==> config.mk <==
export PLATFORM = sky130hd
export DESIGN_NAME = rgb_color_filter
export DESIGN_NICKNAME = d
export VERILOG_FILES = /design/src/rtl/rcf_pkg.sv /design/src/rtl/rcf_mult.sv /design/src/rtl/rcf_sum.sv /design/src/rtl/rcf_select.sv /design/src/rtl/rgb_color_filter.sv
export VERILOG_INCLUDE_DIRS = /design/src /design/src/rtl
export SDC_FILE = /design/constraint.sdc
export NUM_CORES = 2
export LEC_CHECK = 0
export BUFFER_PORTS_ARGS = -buffer_cell sky130_fd_sc_hd__buf_2
export CAP_MARGIN = 40
export CELL_PAD_IN_SITES_DETAIL_PLACEMENT = 0
export CELL_PAD_IN_SITES_GLOBAL_PLACEMENT = 1
export CORE_MARGIN = 2
export CORE_UTILIZATION = 40
export DETAILED_ROUTE_END_ITERATION = 10
export GPL_TIMING_DRIVEN = 0
export MAX_ROUTING_LAYER = met4
export PLACE_DENSITY = 0.66
export SYNTH_ARGS = -nofsm -noshare
export SYNTH_HDL_FRONTEND = slang
export SYNTH_SLANG_ARGS = --single-unit
==> constraint.sdc <==
create_clock -name clk -period 7.7 [get_ports clk]
set_input_delay 0.77 -clock clk [delete_from_list [all_inputs] [get_ports clk]]
set_output_delay 0.77 -clock clk [all_outputs]
set_load 0.05 [all_outputs]
==> src/rtl/rgb_color_filter_macros.svh <==
// Assertion helpers for the filter top level.
`ifndef RGB_COLOR_FILTER_MACROS_SVH
`define RGB_COLOR_FILTER_MACROS_SVH

// Same-cycle implication, checked on every rising edge outside reset.
`define RCF_ASSERT_NOW(label, cond, expr) \
  label: assert property (@(posedge clk) disable iff (rst) (cond) |-> (expr)) \
    else $error("rgb_color_filter: same-cycle check failed");

// Implication with a delay.
`define RCF_ASSERT_LAT3(label, cond, expr) \
  label: assert property (@(posedge clk) disable iff (rst) (cond) |-> ##3 (expr)) \
    else $error("rgb_color_filter: latency check failed");

`endif

==> src/rtl/rcf_pkg.sv <==
package rcf_pkg;

  // Filter modes; the two unused codes pass the pixel through.
  typedef enum logic [2:0] {
    MODE_NONE   = 3'd0,
    MODE_GRAY   = 3'd1,
    MODE_SEPIA  = 3'd2,
    MODE_INVERT = 3'd3,
    MODE_WARM   = 3'd4,
    MODE_COOL   = 3'd5
  } mode_t;

  localparam int ChW   = 8;
  localparam int CoefW = 16;
  localparam int ProdW = ChW + CoefW;
  localparam int SumW  = ProdW + 2;

  localparam logic [ChW-1:0] ChMax = 8'd255;

  // Tint offsets.
  localparam logic [ChW-1:0] WarmRed   = 8'd30;
  localparam logic [ChW-1:0] WarmGreen = 8'd15;
  localparam logic [ChW-1:0] CoolBlue  = 8'd35;
  localparam logic [ChW-1:0] CoolGreen = 8'd10;

  // Q0.16 coefficient rows: gray, then the sepia rows for red, green, blue.
  localparam logic [CoefW-1:0] CoefTab [4][3] = '{
    '{16'd19595, 16'd38470, 16'd7471},
    '{16'd25756, 16'd50397, 16'd12386},
    '{16'd22872, 16'd44958, 16'd11010},
    '{16'd17826, 16'd34996, 16'd8585}
  };

  typedef struct packed {
    logic [ChW-1:0] r;
    logic [ChW-1:0] g;
    logic [ChW-1:0] b;
  } pix_t;

  // Control that travels with each pipeline stage.
  typedef struct packed {
    logic  valid;
    mode_t mode;
  } ctl_t;

  typedef logic [ProdW-1:0] prod_t;
  typedef prod_t [2:0] prod_row_t;
  typedef prod_row_t [2:0] prod_mat_t;

  // Add with saturation at full scale.
  function automatic logic [ChW-1:0] sat_add(logic [ChW-1:0] v, logic [ChW-1:0] k);
    logic [ChW:0] s;
    s = {1'b0, v} + {1'b0, k};
    return s[ChW] ? ChMax : s[ChW-1:0];
  endfunction

endpackage

==> src/rtl/rcf_mult.sv <==
// Stage one: nine coefficient products, rows chosen by the mode.
module rcf_mult import rcf_pkg::*; (
  input  logic      clk,
  input  logic      rst,
  input  logic      en,
  input  ctl_t      ctl_in,
  input  pix_t      pix_in,
  output ctl_t      ctl,
  output pix_t      pix,
  output prod_mat_t prod
);

  logic [1:0] row [3];
  logic [ChW-1:0] chan [3];
  prod_mat_t prod_next;

  assign chan[0] = pix_in.r;
  assign chan[1] = pix_in.g;
  assign chan[2] = pix_in.b;

  // Gray uses its single row for every channel; otherwise one sepia row per channel.
  always_comb begin
    for (int c = 0; c < 3; c++) begin
      row[c] = (ctl_in.mode == MODE_GRAY) ? 2'd0 : 2'(c + 1);
      for (int k = 0; k < 3; k++) begin
        prod_next[c][k] = ProdW'(CoefTab[row[c]][k]) * ProdW'(chan[k]);
      end
    end
  end

  // Stage registers; only the valid bit is reset.
  always_ff @(posedge clk) begin
    if (en) begin
      ctl.mode <= ctl_in.mode;
      pix      <= pix_in;
      prod     <= prod_next;
    end
    if (rst) begin
      ctl.valid <= 1'b0;
    end else if (en) begin
      ctl.valid <= ctl_in.valid;
    end
  end

endmodule

==> src/rtl/rcf_sum.sv <==
// Stage two: row sums with clamp, plus the saturating tints.
module rcf_sum import rcf_pkg::*; (
  input  logic      clk,
  input  logic      rst,
  input  logic      en,
  input  ctl_t      ctl_in,
  input  pix_t      pix_in,
  input  prod_mat_t prod,
  output ctl_t      ctl,
  output pix_t      pix,
  output pix_t      mat_pix,
  output pix_t      warm_pix,
  output pix_t      cool_pix
);

  logic [ChW-1:0] mat_next [3];
  logic [SumW-1:0] acc [3];
  logic [SumW-17:0] whole [3];

  // Sum each row, drop the 16 fraction bits, clamp to full scale.
  always_comb begin
    for (int c = 0; c < 3; c++) begin
      acc[c]      = SumW'(prod[c][0]) + SumW'(prod[c][1]) + SumW'(prod[c][2]);
      whole[c]    = acc[c][SumW-1:16];
      mat_next[c] = (whole[c] > (SumW-16)'(ChMax)) ? ChMax : whole[c][ChW-1:0];
    end
  end

  // Stage registers; only the valid bit is reset.
  always_ff @(posedge clk) begin
    if (en) begin
      ctl.mode   <= ctl_in.mode;
      pix        <= pix_in;
      mat_pix.r  <= mat_next[0];
      mat_pix.g  <= mat_next[1];
      mat_pix.b  <= mat_next[2];
      warm_pix.r <= sat_add(pix_in.r, WarmRed);
      warm_pix.g <= sat_add(pix_in.g, WarmGreen);
      warm_pix.b <= pix_in.b;
      cool_pix.r <= pix_in.r;
      cool_pix.g <= sat_add(pix_in.g, CoolGreen);
      cool_pix.b <= sat_add(pix_in.b, CoolBlue);
    end
    if (rst) begin
      ctl.valid <= 1'b0;
    end else if (en) begin
      ctl.valid <= ctl_in.valid;
    end
  end

endmodule

==> src/rtl/rcf_select.sv <==
// Stage three: pick the result for the mode and hold it for the consumer.
module rcf_select import rcf_pkg::*; (
  input  logic clk,
  input  logic rst,
  input  logic en,
  input  ctl_t ctl_in,
  input  pix_t pix_in,
  input  pix_t mat_pix,
  input  pix_t warm_pix,
  input  pix_t cool_pix,
  output ctl_t ctl,
  output pix_t pix
);

  pix_t pix_next;

  // Result mux; gray carries its one value in every channel of mat_pix.
  always_comb begin
    case (ctl_in.mode)
      MODE_GRAY, MODE_SEPIA: pix_next = mat_pix;
      MODE_INVERT:           pix_next = ~pix_in;
      MODE_WARM:             pix_next = warm_pix;
      MODE_COOL:             pix_next = cool_pix;
      default:               pix_next = pix_in;
    endcase
  end

  // Output register; only the valid bit is reset.
  always_ff @(posedge clk) begin
    if (en) begin
      ctl.mode <= ctl_in.mode;
      pix      <= pix_next;
    end
    if (rst) begin
      ctl.valid <= 1'b0;
    end else if (en) begin
      ctl.valid <= ctl_in.valid;
    end
  end

endmodule

==> src/rtl/rgb_color_filter.sv <==
// Channel   Handshake                 Payload
// cfg       cfg_valid / cfg_ready     filter_mode[2:0]
// in        in_valid / in_stall       red_in, green_in, blue_in [7:0]
// out       out_valid / out_stall     red_out, green_out, blue_out [7:0]
//
// One pixel is accepted per cycle while in_stall is low; a result passes the product, row-sum and select registers.
// The depth is set by the three stages: products, row sums, result select.
// Synchronous reset empties the pipeline and sets the mode to pass-through.
// Each stage advances when the stage after it is empty or moving, so bubbles
// close up under a stall and in_stall rises only when the first stage is held.
module rgb_color_filter import rcf_pkg::*; (
  input  logic       clk,
  input  logic       rst,
  input  logic       cfg_valid,
  output logic       cfg_ready,
  input  logic [2:0] filter_mode,
  input  logic       in_valid,
  output logic       in_stall,
  input  logic [7:0] red_in,
  input  logic [7:0] green_in,
  input  logic [7:0] blue_in,
  output logic       out_valid,
  input  logic       out_stall,
  output logic [7:0] red_out,
  output logic [7:0] green_out,
  output logic [7:0] blue_out
);

`include "rgb_color_filter_macros.svh"

  mode_t mode;
  ctl_t ctl_in, ctl1, ctl2, ctl3;
  pix_t pix_in, pix1, pix2, pix3;
  pix_t mat_pix, warm_pix, cool_pix;
  prod_mat_t prod;
  logic en1, en2, en3;
  logic gray_beat, empty_accept;

  // Mode register; writes are always taken.
  assign cfg_ready = 1'b1;

  always_ff @(posedge clk) begin
    if (rst) begin
      mode <= MODE_NONE;
    end else if (cfg_valid) begin
      mode <= mode_t'(filter_mode);
    end
  end

  // Stage enables, from the output back.
  assign en3      = !ctl3.valid || !out_stall;
  assign en2      = !ctl2.valid || en3;
  assign en1      = !ctl1.valid || en2;
  assign in_stall = !en1;

  assign ctl_in.valid = in_valid;
  assign ctl_in.mode  = mode;
  assign pix_in.r     = red_in;
  assign pix_in.g     = green_in;
  assign pix_in.b     = blue_in;

  rcf_mult u_mult (
    .clk    (clk),
    .rst    (rst),
    .en     (en1),
    .ctl_in (ctl_in),
    .pix_in (pix_in),
    .ctl    (ctl1),
    .pix    (pix1),
    .prod   (prod)
  );

  rcf_sum u_sum (
    .clk      (clk),
    .rst      (rst),
    .en       (en2),
    .ctl_in   (ctl1),
    .pix_in   (pix1),
    .prod     (prod),
    .ctl      (ctl2),
    .pix      (pix2),
    .mat_pix  (mat_pix),
    .warm_pix (warm_pix),
    .cool_pix (cool_pix)
  );

  rcf_select u_select (
    .clk      (clk),
    .rst      (rst),
    .en       (en3),
    .ctl_in   (ctl2),
    .pix_in   (pix2),
    .mat_pix  (mat_pix),
    .warm_pix (warm_pix),
    .cool_pix (cool_pix),
    .ctl      (ctl3),
    .pix      (pix3)
  );

  assign out_valid = ctl3.valid;
  assign red_out   = pix3.r;
  assign green_out = pix3.g;
  assign blue_out  = pix3.b;

  // Conditions named for the checks below.
  assign gray_beat    = out_valid && ctl3.mode == MODE_GRAY;
  assign empty_accept = in_valid && !in_stall && !(ctl1.valid || ctl2.valid || ctl3.valid);

  // Checks on the pipeline.
  `RCF_ASSERT_NOW(a_stall_only_when_full, in_stall, ctl1.valid && ctl2.valid && ctl3.valid)
  `RCF_ASSERT_NOW(a_gray_equal, gray_beat, red_out == green_out && green_out == blue_out)
  `RCF_ASSERT_LAT3(a_empty_latency, empty_accept, out_valid)

endmodule
==> flow_summary_export.csv <==
group,metric,value,unit
run_status,outcome,"finished clean",
synthesis,synth_top_area_frac,0.255,
setup_path,arrival,7470,ps
setup_path,endpoint_kind,"flip-flop",
clocking,htreeDepth,2,
job,cap_violations,0,
setup_path,cp_max_fo,10,
setup_path,crit_path_start_kind,"flip-flop",
drt,drt_pre_antenna_iters,5,
synthesis,synth_top_area_cell,"edfxtp_1",
setup_path,path_class,"reg -> reg",
drt,wl_per_cell,19.9,um
power_and_ir_drop,ir_drop,0.408,mV
layout,final_net_count,5064,
sta,clock.fmax,140,MHz
synthesis,mappedNetlistArea,39700,um^2
synthesis,ys.flop_type,"edfxtp_1",
placed_design,dp_hpwl,88700,um
setup_path,cpMostUsedCell,"fa_1",
setup_path,cp_cell_sequence,"or3b_2 > clkbuf_2 > clkbuf_1 > buf_8 > nand2_1 > inv_1 > fa_1 > fa_1 > fa_1 > fa_1 > ha_1 > clkbuf_1 > nand3_1 > nand2_1 > o31ai_1 > a21boi_1 > o41ai_1 > o21ai_1 > o41ai_1 > xnor2_1",
floorplanning,start_util,0.404,
sta,maxSlewHeadroom,0.415,
synthesis,synthTopCellsByArea,"edfxtp_1 (25%), ha_1 (21%), fa_1 (20%)",
drt,ant_nets,0,
setup_path,crit_required,8010,ps
layout,final_area,43600,um^2
power_and_ir_drop,intPower,0.00992,W
clocking,cts_sinks,343,
floorplanning,die_area,102000,um^2
placed_design,place_area,42000,um^2
global_route,gr-total-overflow,0,
setup_path,crit_family,"adder cells",
synthesis,ys_seq_area_frac,0.258,
clocking,post-cts-setup-buffers,0,
global_route,track_usage,0.218,
power_and_ir_drop,p_total,0.0193,W
synthesis,synth_enable_flop_cells,337,
floorplanning,die_x,319,um
drt,drt_wl_total,106000,um
layout,final_cell_mix,"inv_1 (740), ha_1 (652), fa_1 (393)",
sta,hold_viol,0,
drt,drt_iter0_markers,1760,
setup_path,slowest_delay,720,ps
drt,vias_per_cell,5.14,
sta,grt_setup_unrepaired,"false",
global_route,antenna_found_initial,2,
clocking,cts_buffer_depth,3,
setup_path,crit_buf_inv,5,
placed_design,pre_cts_ws,570,ps
drt,drc,0,
synthesis,synthDistinctLibCells,89,
clocking,cts.clk_slew.worst_paths,60,ps
global_route,grt_max_degree,115,
sta,period_minus_slack,7160,ps
synthesis,synth_cells,3831,
power_and_ir_drop,power.share.switching,0.485,
synthesis,avgSynthCellArea,10.4,um^2
layout,final_common_cell,"inv_1",
sta,fin_setup_tns,0,ps
clocking,clk-insertion-delay-late,590,ps
floorplanning,rows,115,
setup_path,cpMaxStageDelayCell,"fa_1",
layout,area_growth,9.64,%
power_and_ir_drop,power.share.clock,0.113,
synthesis,async_flop_share,0,
power_and_ir_drop,power.density,442,nW/um^2
sta,finClkSkew,17.6,ps
global_route,grt_pass1_vias,27600,
layout,drive_above_1_share,0.0527,
power_and_ir_drop,switching_power,0.00934,W
drt,vias,27300,
placed_design,placement.io_buffers,57,
floorplanning,die_y,319,um
clocking,cts_made_buffers,43,
min_path,hold_class,"reg -> reg",
floorplanning,floorplan.io_pins,59,
sta,tightest_slew,874,ps
power_and_ir_drop,pwr-share-comb,0.697,
synthesis,ys_seq_elements,343,
clocking,cts_hold_buf,0,
placed_design,globalplace.congestion,0.901,
synthesis,yosysWarnings,0,
clocking,cts_resized,0,
power_and_ir_drop,p_seq_frac,0.190,
sta,slew_violations,0,
clocking,cts_tree,"built",
floorplanning,core,98400,um^2
layout,num-fill-cells,9433,
sta,finalSetupViolCount,0,
power_and_ir_drop,leakage,21.3,nW
clocking,clockRootBuffer,"clkbuf_16",
sta,min_period_over_period,0.930,
global_route,grt_pass1_wl,164000,um
sta,setup_slack,537,ps
-- power groups by stage --
stage	clock network [W]	registers, W	logic (W)
after floorplan	0	0.00350	0.00962
after global placement	0	0.00371	0.0133
after detailed placement	0	0.00372	0.0134
after CTS	0.00224	0.00368	0.0135
after global routing	0.00231	0.00371	0.0151
final	0.00218	0.00366	0.0134
-- per-stage QoR --
step / hold slack, ps / std cells / util
3_5_place_dp: 406 / 5229 / 0.427
5_1_grt: 436 / 5307 / 0.443
6_report: 416 / 5308 / 0.443
3_3_place_gp: 401 / 5214 / 0.424
4_1_cts: 381 / 5307 / 0.443
2_1_floorplan: 400 / 3870 / -
-- area by class of cell --
type	instances	area [um^2]	area share
clock inverters	32	428	0.00982
diodes	1	2.50	0.0000574
inverters	741	2780	0.0639
repair buffers	72	531	0.0122
well taps	1287	1610	0.0370
plain buffers	50	194	0.00445
multi-input cells	2736	26700	0.613
clock buffers	46	1090	0.0250
flip-flops and latches	343	10200	0.235
-- synthesized netlist by cell type (6+ instances only) --
cell      number
o31ai_1       15
o21a_1        48
nand2_1      182
o211ai_1      14
edfxtp_1     337
or2_2         15
a21o_1        71
o21ai_1        6
and2_1        21
o311a_1        7
ha_1         652
a31oi_1       25
o21bai_1      23
nand3_1       58
nand2b_1      26
o31a_1         7
a31o_2         8
a22oi_1       18
nor2_1       199
nor3_1        49
mux2i_1       38
clkbuf_1      44
a21oi_1      224
inv_1        741
and3_1        14
nand4_1       26
fa_1         393
dfxtp_1        6
or3_1         13
a211o_1        6
nor2b_1       29
xnor2_1      157
nor4_1         9
mux4_2         8
xor2_1        65
a211oi_1      33
mux2_2        16
o21ai_0      107
a22o_1         8
a21boi_0       6
-- layer usage --
metal,up-vias,global-route usage,routed length [um]
met5,-,-,0
met1,13200,0.303,50000
li1,13400,-,-
met2,539,0.346,48800
met3,93,0.0208,4700
met4,0,0.0475,2300
-- worst register-to-register path, delay by kind of cell, from the launching register on --
kind            cells  cell delay [ps]
simple gates        4              890
fa+ha+maj           5             2400
flops               1              380
compound gates      5             1550
xor+xnor            1              140
buf+inv             5             1550
-- flip-flops by register name (all words and copies together) (netlist names) --
name / flops
u_mult.prod: 205
u_select.pix: 24
u_sum.cool_pix: 24
u_sum.mat_pix: 24
u_sum.warm_pix: 24
u_mult.pix: 22
u_sum.pix: 8
u_mult.ctl: 4
u_sum.ctl: 4
mode: 3
u_select.ctl: 1
-- kinds of logic after synthesis --
group | synth area share
buffers and inverters | 0.0749
muxes | 0.0186
and+or+nand+nor | 0.0785
AOI/OAI and AO/OA | 0.118
DFF | 0.258
adders and majority gates | 0.403
other | 0.000189
xor gates and xnor gates | 0.0489
-- worst paths after layout --
kind | from | endpoint | slack, ps | depth (start not counted)
setup / recovery | mode[0] | u_mult.prod[118] | 540 | 20
hold / removal | u_mult.ctl[0] | u_sum.ctl[0] | 420 | 0
setup reg to reg | mode[0] | u_mult.prod[118] | 540 | 20
hold reg to reg | u_mult.ctl[0] | u_sum.ctl[0] | 420 | 0
(Power assumes the default switching activity.)
